`src/hw/rtl/uwt_pkg.sv`:
```
// shared types, codes and defaults of the identifier table
package uwt_pkg;

  // default sizes handed to the top level parameters
  localparam int unsigned TableDepthDef = 16;
  localparam int unsigned IdBytesDef    = 10;

  // identifier bytes carried by the ports (bytes 0..7 low, 8..9 high)
  localparam int unsigned IdBytesMax = 10;
  localparam int unsigned IdBitsMax  = 8 * IdBytesMax;

  // command codes
  typedef enum logic [2:0] {
    ActAdd    = 3'd0,
    ActRemove = 3'd1,
    ActLookup = 3'd2,
    ActClear  = 3'd3,
    ActRead   = 3'd4
  } action_e;

  // result status codes
  typedef enum logic [2:0] {
    StOk      = 3'd0,
    StInvalid = 3'd1,
    StExists  = 3'd2,
    StFull    = 3'd3,
    StMissing = 3'd4
  } status_e;

  // controller sequence
  typedef enum logic [1:0] {
    CtlIdle,
    CtlSearch,
    CtlApply
  } ctl_state_e;

  // one table entry
  typedef struct packed {
    logic [63:0] lo;
    logic [15:0] hi;
    logic [3:0]  len;
    logic [7:0]  kind;
  } entry_t;

  // broadcast from the controller to every cell
  typedef struct packed {
    entry_t                  key;
    logic [IdBytesMax-1:0]   byte_en;
    logic                    search;
    logic                    by_index;
    logic                    append;
    logic                    shift;
    logic [7:0]              index;
    logic [7:0]              count;
  } cell_bcast_t;

endpackage

```
`src/hw/rtl/uwt_cell.sv`:
```
// one table cell: holds an entry, compares it with the key and shifts from its neighbour
module uwt_cell #(
  parameter int unsigned Idx = 0
) (
  input  logic                 clk_i,
  input  logic                 rst_ni,
  input  uwt_pkg::cell_bcast_t bcast_i,
  input  uwt_pkg::entry_t      next_i,
  output uwt_pkg::entry_t      entry_o,
  output logic                 hit_o
);

  localparam logic [7:0] Pos     = 8'(Idx);
  localparam logic [8:0] PosNext = 9'(Idx + 1);

  uwt_pkg::entry_t                entry_q, entry_d;
  logic                           hit_q, hit_d;
  logic                           occupied;
  logic                           same_key;
  logic [uwt_pkg::IdBitsMax-1:0]  bit_en;
  logic [uwt_pkg::IdBitsMax-1:0]  diff;

  // compare against the broadcast key over the first length bytes
  always_comb begin
    occupied = (Pos < bcast_i.count);
    for (int b = 0; b < uwt_pkg::IdBytesMax; b++) begin
      bit_en[b*8 +: 8] = {8{bcast_i.byte_en[b]}};
    end
    diff     = ({entry_q.hi, entry_q.lo} ^ {bcast_i.key.hi, bcast_i.key.lo}) & bit_en;
    same_key = (entry_q.len == bcast_i.key.len) && (diff == '0);
  end

  // hit flag, by key or by position
  always_comb begin
    hit_d = hit_q;
    if (bcast_i.search) begin
      hit_d = occupied && (bcast_i.by_index ? (Pos == bcast_i.index) : same_key);
    end
  end

  // entry update: append at the fill position, or close a gap
  always_comb begin
    entry_d = entry_q;
    priority if (bcast_i.append && (Pos == bcast_i.index)) begin
      entry_d = bcast_i.key;
    end else if (bcast_i.shift && (Pos >= bcast_i.index) &&
                 (PosNext < {1'b0, bcast_i.count})) begin
      entry_d = next_i;
    end else begin
      entry_d = entry_q;
    end
  end

  // entry storage
  always_ff @(posedge clk_i) begin
    entry_q <= entry_d;
  end

  // hit register
  always_ff @(posedge clk_i or negedge rst_ni) begin
    if (!rst_ni) begin
      hit_q <= 1'b0;
    end else begin
      hit_q <= hit_d;
    end
  end

  assign entry_o = entry_q;
  assign hit_o   = hit_q;

endmodule

```
`src/hw/rtl/uid_whitelist_table_unit.sv`:
```
// ordered table of card identifiers built as a row of compare-and-shift cells
//
// Command channel: a beat is taken at a rising edge with start_i high and
// busy_o low. It carries action_i, the identifier (id_low_i, id_high_i,
// id_length_i), card_kind_i for add and entry_index_i for read.
// Result channel: done_o is high for exactly one cycle with status_o,
// present_o, match_index_o, entry_total_o and the read_* fields; the
// receiver cannot stall, so the result must be taken in that cycle.
// Sequence: the cycle after the accepting edge every cell compares its
// entry with the key in parallel, the next cycle the single hit is
// encoded and the row appends or shifts or the count is cleared, and
// done_o is high in the cycle after that. busy_o is high during the
// compare and update cycles, so a new command can be taken in the cycle
// done_o is high, but not before the compare then update sequence
// through the cell row is done.
// Reset empties the table (count to zero) and drops any command in flight;
// the entry storage itself is not cleared, as only entries below the count
// are ever compared or read.
module uid_whitelist_table_unit #(
  parameter int unsigned TABLE_DEPTH = uwt_pkg::TableDepthDef,
  parameter int unsigned ID_BYTES    = uwt_pkg::IdBytesDef
) (
  input  logic        clk_i,
  input  logic        rst_ni,
  input  logic        start_i,
  output logic        busy_o,
  input  logic [2:0]  action_i,
  input  logic [63:0] id_low_i,
  input  logic [15:0] id_high_i,
  input  logic [3:0]  id_length_i,
  input  logic [7:0]  card_kind_i,
  input  logic [7:0]  entry_index_i,
  output logic        done_o,
  output logic [2:0]  status_o,
  output logic        present_o,
  output logic [3:0]  match_index_o,
  output logic [4:0]  entry_total_o,
  output logic [63:0] read_low_o,
  output logic [15:0] read_high_o,
  output logic [3:0]  read_length_o,
  output logic [7:0]  read_kind_o
);

  localparam int unsigned CntW = $clog2(TABLE_DEPTH + 1);

  // bits kept in storage: bytes beyond the configured identifier size are zero
  function automatic logic [uwt_pkg::IdBitsMax-1:0] keep_mask(int unsigned n);
    logic [uwt_pkg::IdBitsMax-1:0] m;
    m = '0;
    for (int unsigned b = 0; b < uwt_pkg::IdBytesMax; b++) begin
      if (b < n) begin
        m[b*8 +: 8] = 8'hFF;
      end
    end
    return m;
  endfunction

  localparam logic [uwt_pkg::IdBitsMax-1:0] KeepMask = keep_mask(ID_BYTES);

  uwt_pkg::ctl_state_e             state_q, state_d;
  uwt_pkg::action_e                act_q;
  uwt_pkg::entry_t                 key_q;
  logic [uwt_pkg::IdBytesMax-1:0]  byte_en_q, byte_en_d;
  logic                            len_ok_q, len_ok_d;
  logic [7:0]                      index_q;
  logic [CntW-1:0]                 count_q, count_d;
  logic [uwt_pkg::IdBitsMax-1:0]   id_kept;
  logic                            accept;

  uwt_pkg::cell_bcast_t            bcast;
  uwt_pkg::entry_t                 cell_entry [TABLE_DEPTH];
  logic [TABLE_DEPTH-1:0]          hit;
  logic                            found;
  logic [7:0]                      hit_pos;
  uwt_pkg::entry_t                 hit_entry;

  logic                            done_q, done_d;
  uwt_pkg::status_e                status_q, status_d;
  logic                            present_q, present_d;
  logic [3:0]                      mindex_q, mindex_d;
  uwt_pkg::entry_t                 rd_q, rd_d;
  logic [7:0]                      count_ext;

  assign accept = start_i && (state_q == uwt_pkg::CtlIdle);
  assign busy_o = (state_q != uwt_pkg::CtlIdle);

  // key preparation at the command beat
  always_comb begin
    id_kept = {id_high_i, id_low_i} & KeepMask;
    len_ok_d = (id_length_i != 4'd0) && (id_length_i <= 4'(ID_BYTES));
    for (int b = 0; b < uwt_pkg::IdBytesMax; b++) begin
      byte_en_d[b] = (4'(b) < id_length_i);
    end
  end

  // command capture
  always_ff @(posedge clk_i) begin
    if (accept) begin
      act_q     <= uwt_pkg::action_e'(action_i);
      key_q.lo  <= id_kept[63:0];
      key_q.hi  <= id_kept[79:64];
      key_q.len <= id_length_i;
      key_q.kind <= card_kind_i;
      byte_en_q <= byte_en_d;
      len_ok_q  <= len_ok_d;
      index_q   <= entry_index_i;
    end
  end

  // cell row
  for (genvar g = 0; g < TABLE_DEPTH; g++) begin : g_cell
    uwt_pkg::entry_t next_entry;
    if (g + 1 < TABLE_DEPTH) begin : g_mid
      assign next_entry = cell_entry[g+1];
    end else begin : g_last
      assign next_entry = '0;
    end
    uwt_cell #(
      .Idx(g)
    ) u_cell (
      .clk_i   (clk_i),
      .rst_ni  (rst_ni),
      .bcast_i (bcast),
      .next_i  (next_entry),
      .entry_o (cell_entry[g]),
      .hit_o   (hit[g])
    );
  end

  // encode the single hit and pick its entry
  always_comb begin
    found     = 1'b0;
    hit_pos   = '0;
    hit_entry = '0;
    for (int i = 0; i < TABLE_DEPTH; i++) begin
      if (hit[i]) begin
        found     = 1'b1;
        hit_pos   = hit_pos | 8'(i);
        hit_entry = hit_entry | cell_entry[i];
      end
    end
  end

  assign count_ext = 8'(count_q);

  // sequencer, cell broadcast and result
  always_comb begin
    state_d   = state_q;
    count_d   = count_q;
    done_d    = 1'b0;
    status_d  = uwt_pkg::StInvalid;
    present_d = 1'b0;
    mindex_d  = '0;
    rd_d      = '0;
    bcast          = '0;
    bcast.key      = key_q;
    bcast.byte_en  = byte_en_q;
    bcast.count    = count_ext;
    bcast.by_index = (act_q == uwt_pkg::ActRead);
    unique case (state_q)
      uwt_pkg::CtlIdle: begin
        if (start_i) begin
          state_d = uwt_pkg::CtlSearch;
        end
      end
      uwt_pkg::CtlSearch: begin
        bcast.search = 1'b1;
        bcast.index  = index_q;
        state_d      = uwt_pkg::CtlApply;
      end
      uwt_pkg::CtlApply: begin
        state_d = uwt_pkg::CtlIdle;
        done_d  = 1'b1;
        unique case (act_q)
          uwt_pkg::ActAdd: begin
            priority if (!len_ok_q) begin
              status_d = uwt_pkg::StInvalid;
            end else if (found) begin
              status_d = uwt_pkg::StExists;
            end else if (count_q >= CntW'(TABLE_DEPTH)) begin
              status_d = uwt_pkg::StFull;
            end else begin
              bcast.append = 1'b1;
              bcast.index  = count_ext;
              count_d      = count_q + 1'b1;
              status_d     = uwt_pkg::StOk;
            end
          end
          uwt_pkg::ActRemove: begin
            priority if (!len_ok_q) begin
              status_d = uwt_pkg::StInvalid;
            end else if (!found) begin
              status_d = uwt_pkg::StMissing;
            end else begin
              bcast.shift = 1'b1;
              bcast.index = hit_pos;
              count_d     = count_q - 1'b1;
              status_d    = uwt_pkg::StOk;
            end
          end
          uwt_pkg::ActLookup: begin
            priority if (!len_ok_q) begin
              status_d = uwt_pkg::StInvalid;
            end else if (!found) begin
              status_d = uwt_pkg::StMissing;
            end else begin
              status_d  = uwt_pkg::StOk;
              present_d = 1'b1;
              mindex_d  = hit_pos[3:0];
            end
          end
          uwt_pkg::ActClear: begin
            count_d  = '0;
            status_d = uwt_pkg::StOk;
          end
          uwt_pkg::ActRead: begin
            if (found) begin
              status_d = uwt_pkg::StOk;
              rd_d     = hit_entry;
            end
          end
          default: begin
            status_d = uwt_pkg::StInvalid;
          end
        endcase
      end
      default: begin
        state_d = uwt_pkg::CtlIdle;
      end
    endcase
  end

  // control registers
  always_ff @(posedge clk_i or negedge rst_ni) begin
    if (!rst_ni) begin
      state_q <= uwt_pkg::CtlIdle;
      count_q <= '0;
      done_q  <= 1'b0;
    end else begin
      state_q <= state_d;
      count_q <= count_d;
      done_q  <= done_d;
    end
  end

  // result beat registers
  always_ff @(posedge clk_i) begin
    if (done_d) begin
      status_q  <= status_d;
      present_q <= present_d;
      mindex_q  <= mindex_d;
      rd_q      <= rd_d;
    end
  end

  assign done_o        = done_q;
  assign status_o      = status_q;
  assign present_o     = present_q;
  assign match_index_o = mindex_q;
  assign entry_total_o = count_ext[4:0];
  assign read_low_o    = rd_q.lo;
  assign read_high_o   = rd_q.hi;
  assign read_length_o = rd_q.len;
  assign read_kind_o   = rd_q.kind;

  // no duplicates are ever stored, so at most one cell hits
  a_single_hit: assert property (@(posedge clk_i) disable iff (!rst_ni)
    (state_q == uwt_pkg::CtlApply) |-> $onehot0(hit))
    else $error("more than one cell hit");

  // the count never exceeds the table depth
  a_count_bound: assert property (@(posedge clk_i) disable iff (!rst_ni)
    count_q <= CntW'(TABLE_DEPTH))
    else $error("entry count beyond table depth");

  // a result beat follows the update cycle only
  a_done_after_apply: assert property (@(posedge clk_i) disable iff (!rst_ni)
    done_o |-> $past(state_q == uwt_pkg::CtlApply))
    else $error("result beat without update cycle");

  // an accepted command goes straight to the compare cycle
  a_accept_search: assert property (@(posedge clk_i) disable iff (!rst_ni)
    accept |=> (state_q == uwt_pkg::CtlSearch))
    else $error("accepted command did not start a compare");

  // a successful add grows the table by one
  a_add_grows: assert property (@(posedge clk_i) disable iff (!rst_ni)
    (state_q == uwt_pkg::CtlApply && act_q == uwt_pkg::ActAdd &&
     status_d == uwt_pkg::StOk) |=> (count_q == $past(count_q) + 1'b1))
    else $error("add did not grow the table");

endmodule
```
`config.mk`:
```
export PLATFORM = sky130hd
export DESIGN_NAME = uid_whitelist_table_unit
export DESIGN_NICKNAME = d
export VERILOG_FILES = /design/src/hw/rtl/uwt_pkg.sv /design/src/hw/rtl/uwt_cell.sv /design/src/hw/rtl/uid_whitelist_table_unit.sv
export SDC_FILE = /design/constraint.sdc
export NUM_CORES = 2
export LEC_CHECK = 0
export ABC_AREA = 0
export ABC_CLOCK_PERIOD_IN_PS = 16500
export BUFFER_PORTS_ARGS = -buffer_cell sky130_fd_sc_hd__buf_2
export CORE_AREA = 2 2 383 385
export CTS_BUF_LIST = sky130_fd_sc_hd__clkbuf_8
export CTS_CLUSTER_DIAMETER = 50
export CTS_CLUSTER_SIZE = 30
export DETAILED_ROUTE_END_ITERATION = 6
export DIE_AREA = 0 0 385 387
export MAX_ROUTING_LAYER = met4
export PLACE_DENSITY_LB_ADDON = 0.3
export SKIP_LAST_GASP = 1
export SLEW_MARGIN = 20
export SYNTH_ARGS = -nofsm -noshare
export SYNTH_HDL_FRONTEND = slang
export SYNTH_SLANG_ARGS = --single-unit
```
`constraint.sdc`:
```
create_clock -name clk_i -period 16.5 [get_ports clk_i]
set_clock_uncertainty 0.1 [all_clocks]
set_input_delay 3.3 -clock clk_i [delete_from_list [all_inputs] [get_ports clk_i]]
set_output_delay 3.3 -clock clk_i [all_outputs]
set_load 0.05 [all_outputs]
```
=== After elaboration in Yosys (flattened, before gate mapping) ===
Cells that the tools add are included.
W data, S select, Z words.

* Word-level logic and storage cells: 501
* Bits of input ports: 106
* Memory bits (writable): 0
* Memories: 0
* Memory bits (read-only): 0
* Bits in latches: 0
* Register bits: 1,710
* Output and inout port bits: 107

* Eq/ne operators: 43
* Add/subtract/negate cells: 2
* $lt $le $gt $ge: 60
* Shift-type cells: 0
* Reduce and logical (&&, ||, !) cells: 125
* Multipliers: 0
* Bitwise operators: 47
* Mux-type cells: 126
* Div/mod/pow operators: 0

{| class="wikitable"
|+ Operators with widths
! kind !! number
|-
| $mux W92 || 48
|-
| $or A92 B92 Y92 || 15
|-
| $and A80 B80 Y80 || 16
|-
| $logic_not A80 Y1 || 16
|-
| $xor A80 B80 Y80 || 16
|-
| $logic_and A1 B1 Y1 || 82
|-
| $lt A4 B5 Y1 const A || 16
|-
| $eq A4 B4 Y1 || 16
|-
| $eq A4 B8 Y1 const A || 8
|-
| $ge A4 B8 Y1 const A || 8
|-
| $mux W1 || 42
|-
| $lt A3 B5 Y1 const A || 8
|-
| $mux W5 || 8
|-
| $reduce_bool A2 Y1 || 17
|-
| $eq A3 B8 Y1 const A || 4
|-
| $ge A3 B8 Y1 const A || 4
|-
| $mux W4 || 8
|-
| $pmux W8 S2 || 2
|-
| $mux W3 || 8
|-
| $lt A2 B5 Y1 const A || 4
|-
| $mux W9 || 2
|-
| $eq A2 B8 Y1 const A || 2
|-
| $ge A1 B8 Y1 const A || 2
|-
| $ge A2 B8 Y1 const A || 2
|-
| 30 further kinds || 49
|}

=== Longest topological paths before layout ===
* Word-level depth: 31
* Gate-level depth with buffers: 14
* Depth with buffers taken out: 9

=== By module ===
Synthesis repeated with hierarchy kept, for this count alone.

* Cell total of the unflattened synthesis: 6,707
* Area, all modules: 98,763.5 sq um

{| class="wikitable"
|+ By module, submodules not included
! module !! times used !! area each (sq um) !! cells each !! seq. area each (sq um)
|-
| uid_whitelist_table_unit || 1 || 15,486.1 || 1,437 || 6,596.3
|-
| uwt_cell at g_cell[4].u_cell || 1 || 5,363.9 || 333 || 2,787.7
|-
| uwt_cell at g_cell[6].u_cell || 1 || 5,353.9 || 332 || 2,787.7
|-
| uwt_cell at g_cell[5].u_cell || 1 || 5,315.1 || 332 || 2,787.7
|-
| uwt_cell at g_cell[8].u_cell || 1 || 5,285.1 || 328 || 2,787.7
|-
| uwt_cell at g_cell[2].u_cell || 1 || 5,260.0 || 328 || 2,787.7
|-
| uwt_cell at g_cell[0].u_cell || 1 || 5,253.8 || 328 || 2,787.7
|-
| uwt_cell at g_cell[10].u_cell || 1 || 5,245.0 || 331 || 2,787.7
|-
| uwt_cell at g_cell[9].u_cell || 1 || 5,237.5 || 330 || 2,787.7
|-
| uwt_cell at g_cell[12].u_cell || 1 || 5,226.3 || 330 || 2,787.7
|-
| uwt_cell at g_cell[1].u_cell || 1 || 5,226.3 || 328 || 2,787.7
|-
| uwt_cell at g_cell[13].u_cell || 1 || 5,215.0 || 329 || 2,787.7
|-
| uwt_cell at g_cell[15].u_cell || 1 || 5,212.5 || 328 || 2,787.7
|-
| uwt_cell at g_cell[3].u_cell || 1 || 5,212.5 || 327 || 2,787.7
|-
| +3 rows || -- || -- || -- || --
|}

=== Worst setup path after synthesis ===
No wires, ideal clock.

* Kind: reg2reg
* Start: register state_q[0]
* End: register g_cell[0].u_cell.entry_q (netlist bit g_cell[0].u_cell.entry_o[0]) (enable)
* Period minus slack after synthesis: 13,584 ps
* Required time: 15,631 ps
* Buffers on the path: 1
* Setup slack: 2,916 ps
* Library setup time: 769 ps
* Stages on the path, launching flop included: 9
* Arrival time: 12,715 ps
* Cell sequence: dfrtp_1 -> inv_1 -> ha_1 -> nor2b_1 -> clkbuf_1 -> nand2_1 -> nor3_1 -> a21oi_1 -> nor4_1

* Longest elaborated chain between the ends: 6
* Elaborated cells between the ends (all ways): 10
* Those cells by class: 1 x order compare; 2 x eq/ne; 2 x mux; 5 x reduce/logical

{| class="wikitable"
|+ RTL lines
! item !! line !! source
|-
| from (decl) || uid_whitelist_table_unit.sv:60 || <nowiki>uwt_pkg::ctl_state_e state_q, state_d;</nowiki>
|-
| from (signal assigned) || uid_whitelist_table_unit.sv:236 || <nowiki>state_q <= uwt_pkg::CtlIdle;</nowiki>
|-
| from (signal assigned) || uid_whitelist_table_unit.sv:240 || <nowiki>state_q <= state_d;</nowiki>
|-
| $eq A2 B2 Y1 or $eq A2 B1 Y1 (tied branches) || uid_whitelist_table_unit.sv:160 || <nowiki>unique case (state_q)</nowiki>
|-
| $pmux W8 S2 || uid_whitelist_table_unit.sv:160 ||
|-
| $ge A1 B8 Y1 || uwt_cell.sv:46 || <nowiki>end else if (bcast_i.shift && (Pos >= bcast_i.index) &&</nowiki>
|-
| $logic_and A1 B1 Y1 (2 in series) || uwt_cell.sv:46 ||
|-
| $reduce_bool A2 Y1 (no source line) * || -- ||
|-
| to (signal assigned) || uwt_cell.sv:56 || <nowiki>entry_q <= entry_d;</nowiki>
|-
| to (decl) || uwt_cell.sv:16 || <nowiki>uwt_pkg::entry_t entry_q, entry_d;</nowiki>
|}

Every way passes the cells marked *; elsewhere a longest branch is shown, timed or not.
A chain may end at the register's enable or synchronous reset.

=== Worst setup path after layout ===
* Start: register g_cell[11].u_cell.hit_q
* End: register g_cell[10].u_cell.entry_q (netlist bit g_cell[10].u_cell.entry_o[40]) (enable)

* Longest elaborated chain between the ends: 13
* Elaborated cells between the ends (all ways): 27
* Those cells by class: 1 x order compare; 1 x eq/ne; 21 x mux; 4 x reduce/logical

{| class="wikitable"
|+ RTL lines
! item !! line !! source
|-
| from (decl) || uwt_cell.sv:17 || <nowiki>logic hit_q, hit_d;</nowiki>
|-
| from (signal assigned) || uwt_cell.sv:64 || <nowiki>hit_q <= hit_d;</nowiki>
|-
| $mux W4 or $mux W1 (tied branches) (5 in series) || uid_whitelist_table_unit.sv:136 || <nowiki>if (hit[i]) begin</nowiki>
|-
| $mux W9 or $mux W5 (tied branches) || uid_whitelist_table_unit.sv:192, uid_whitelist_table_unit.sv:178 ||
|-
| $mux W9 or $mux W5 (tied branches) || uid_whitelist_table_unit.sv:190, uid_whitelist_table_unit.sv:176 ||
|-
| $pmux W8 S2 || uid_whitelist_table_unit.sv:174 || <nowiki>unique case (act_q)</nowiki>
|-
| $pmux W8 S2 || uid_whitelist_table_unit.sv:160 ||
|-
| $ge A4 B8 Y1 || uwt_cell.sv:46 ||
|-
| $logic_and A1 B1 Y1 (2 in series) || uwt_cell.sv:46 ||
|-
| $reduce_bool A2 Y1 (no source line) * || -- ||
|-
| to (signal assigned) || uwt_cell.sv:56 ||
|-
| to (decl) || uwt_cell.sv:16 ||
|}

Marked as above.

==> impl_metrics.toml <==
[critical_path]
r2r_slack_ns = 9.21
cp_max_fo = 50
cp.arrival_ns = 7.78
path_cells = "nor4_1 -> nand4b_4 -> nor4_2 -> a311o_1 -> nand3_4 -> nand2_4 -> buf_4"
cp.required_ns = 16.98
critPathSlowestCell = "nand2_4"
cp_num_buf_inv = 1
r2r_start = "g_cell[11].u_cell.hit_o$_DFFE_PN0N_"
r2r-end = "g_cell[10].u_cell.entry_o[40]$_DFFE_PP_"
crit_type = "register to register"
worstSetupStartpointType = "register"
startpoint = "g_cell[11].u_cell.hit_o$_DFFE_PN0N_"
cp_slowest_stage_delay_ns = 1.23
endpoint_kind = "register"
crit_family = "simple AND/OR/NAND/NOR gates"
rr_worst_depth = 7

[logic_synthesis]
synth_area_mm2 = 0.0950
syn_inst = 7023
avgSynthCellArea_um2 = 13.5
ys_ff_latch = 1709
synthArstFlopShare_pct = 1.40
synth_cell_type_count = 79
ys_warn_count = 0
ys_seq_area_share_pct = 53.9
synth_edf_count = 1685
synthFlopType = "edfxtp_1"
synthesis.nets = 7137

[timing]
fin_tns_setup_ns = 0
worstMarginPinSlew_ns = 1.39
slew_headroom_pct = 6.69
fin_crit_sh_pct = 44.2
maxSlewViolCount = 0
hold_viol = 0
min_period_ns = 7.29
setup_viol = 0
timing.final.ws_setup_ns = 9.21
rsz0062_at_grt = "no"
max_freq_mhz = 137

[clocking]
clock-root-buffer = "clkbuf_8"
h-tree-depth = 4
clock-sinks = 1709
postCtsHoldBufs = 0
clock_path_buffers = 3
cts_setup_buffers = 0
clock_latency_ns = 0.98
clkSlewWorstSetupHoldPaths_ns = 0.11
ctsResizeCount = 0
cts_buffers = 169
cts_tree = "built"

[outcome]
status = "complete, but fails checks"
violations = "DRC"

[placement]
hpwl_um = 230000
gp_congestion = 1.03
pre_cts_slack_ns = 9.42
portBuffers = 212

[global_route]
grt_max_degree = 94
gr-total-overflow = 0
first_global_vias = 65900
grt_usage_pct = 49.3
grt_pass1_wl_um = 503000
antenna_found_initial = 19

[detailed_routing]
routed.top_layer = "met4"
vias_per_cell = 7.64
drt_pass1_iterations = 7
wl_met3_um = 53500
wirelength_um = 364000
drc = 3
wl_met2_um = 157000
wire_per_inst_um = 40.5
drtIter0Drc = 11900
num_vias = 68600
drtAntennaViolNets = 0
m1WireLength_um = 125000

[floorplan]
core_mm2 = 0.145
placement_rows = 140
pin_count = 213
die_area_mm2 = 0.149
die_h_um = 387
die_w_um = 385
start_util_pct = 65.6

[cells_and_area]
mostFrequentLayoutCells = "edfxtp_1 (1685), xnor2_1 (1328), mux2_2 (1211), nand4_1 (364)"
drive_above_1_share_pct = 28.6
final_common_cell = "edfxtp_1"
syn2layout_area_growth_pct = 6.30
fin_nets = 7006

[pwr]
powerDensity_mw_per_mm2 = 103
power.leakage_nw = 31.9
vdd_drop_max_uv = 111

[min_path]
hold_start = "g_cell[2].u_cell.entry_o[4]$_DFFE_PP_"
whs_path_depth = 1
min_to = "g_cell[1].u_cell.entry_o[4]$_DFFE_PP_"
holdCritPathClass = "register to register"

[run]
maxCapViolCount = 0
## per-stage QoR
| step | power (mW) | hold slack [ns] | instances | instance area, um2 | util [%] |
|---|---|---|---|---|---|
| after floorplan | 6.53 | 0.451 | 7023 | 95000 | - |
| after global placement | 7.30 | 0.456 | 8637 | 97000 | 67.0 |
| after detailed placement | 7.32 | 0.464 | 8637 | 97000 | 67.0 |
| after CTS | 10.3 | 0.471 | 8953 | 101000 | 69.7 |
| after global routing | 10.6 | 0.493 | 8968 | 101000 | 69.7 |
| final | 10.4 | 0.474 | 8971 | 101000 | 69.7 |
## metal layers
| layer | vias to the layer above | track usage (%) |
|---|---|---|
| met5 | - | - |
| met4 | 0 | 30.2 |
| met3 | 1515 | 14.0 |
| met2 | 6232 | 69.8 |
| met1 | 34000 | 62.7 |
| li1 | 26900 | - |
## layout make-up
class	instances	area [um2]
Sequential cell	1709	51300
Fill cell	10200	43900
Multi-Input combinational cell	4581	40700
Timing Repair Buffer	421	2680
Tap cell	1917	2400
Clock buffer	170	2340
Clock inverter	146	1580
Antenna cell	17	42.5
Inverter	10	37.5
## flip-flops by register name (all words and copies together) (netlist names), 2 cells and up
register	cells
read_low_o	64
state_q	2
bcast	91
entry_total_o	5
g_cell.u_cell.hit_o	16
read_kind_o	8
index_q	8
byte_en_q	10
match_index_o	4
read_length_o	4
act_q	3
g_cell.u_cell.entry_o	1472
read_high_o	16
status_o	3
## cell families after synthesis
| logic type | Yosys count | synth area share, % |
|---|---|---|
| buffers and inverters | 733 | 3.65 |
| AND/OR/NAND/NOR | 748 | 4.79 |
| flip-flops | 1709 | 53.9 |
| multiplexers | 1380 | 16.4 |
| adder cells (fa/ha/maj) | 8 | 0.105 |
| AO/OA/AOI/OAI | 1101 | 8.82 |
| XOR/XNOR | 1344 | 12.4 |
## cell usage after synthesis (25+ instances only)
cell	number	area [um2]
buf_2	60	300
buf_6	72	811
nor3_1	25	125
and3_1	187	1170
a22oi_1	186	1400
buf_4	28	210
clkbuf_1	449	1690
a21oi_1	29	145
nand4_1	364	2280
mux2_1	169	1900
mux2_2	1211	13600
a22o_1	276	2420
a31oi_1	96	601
edfxtp_1	1685	50600
a221oi_1	276	2420
buf_1	114	428
xnor2_1	1328	11600
o21ai_0	177	886
nor2_1	37	139
nand3_1	37	185
nand2_1	35	131
## how the worst max path moves through the flow
stage | end | slack (ns) | cells past startpoint
after global placement | g_cell[10].u_cell.entry_o[47]$_DFFE_PP_ | 9.56 | 7
final | g_cell[10].u_cell.entry_o[40]$_DFFE_PP_ | 9.21 | 7
after detailed placement | g_cell[10].u_cell.entry_o[46]$_DFFE_PP_ | 9.42 | 7
after floorplan | g_cell[0].u_cell.entry_o[0]$_DFFE_PP_ | 2.92 | 8
after CTS | g_cell[10].u_cell.entry_o[10]$_DFFE_PP_ | 9.37 | 7
after global routing | g_cell[10].u_cell.entry_o[10]$_DFFE_PP_ | 9.19 | 7
## where the power goes
part	internal [mW]	switching, mW	total [mW]
registers	4.87	0.131	5.00
logic	0.665	1.64	2.31
clock network	1.28	1.84	3.12
Note: power is estimated with default switching activity, not from simulation.
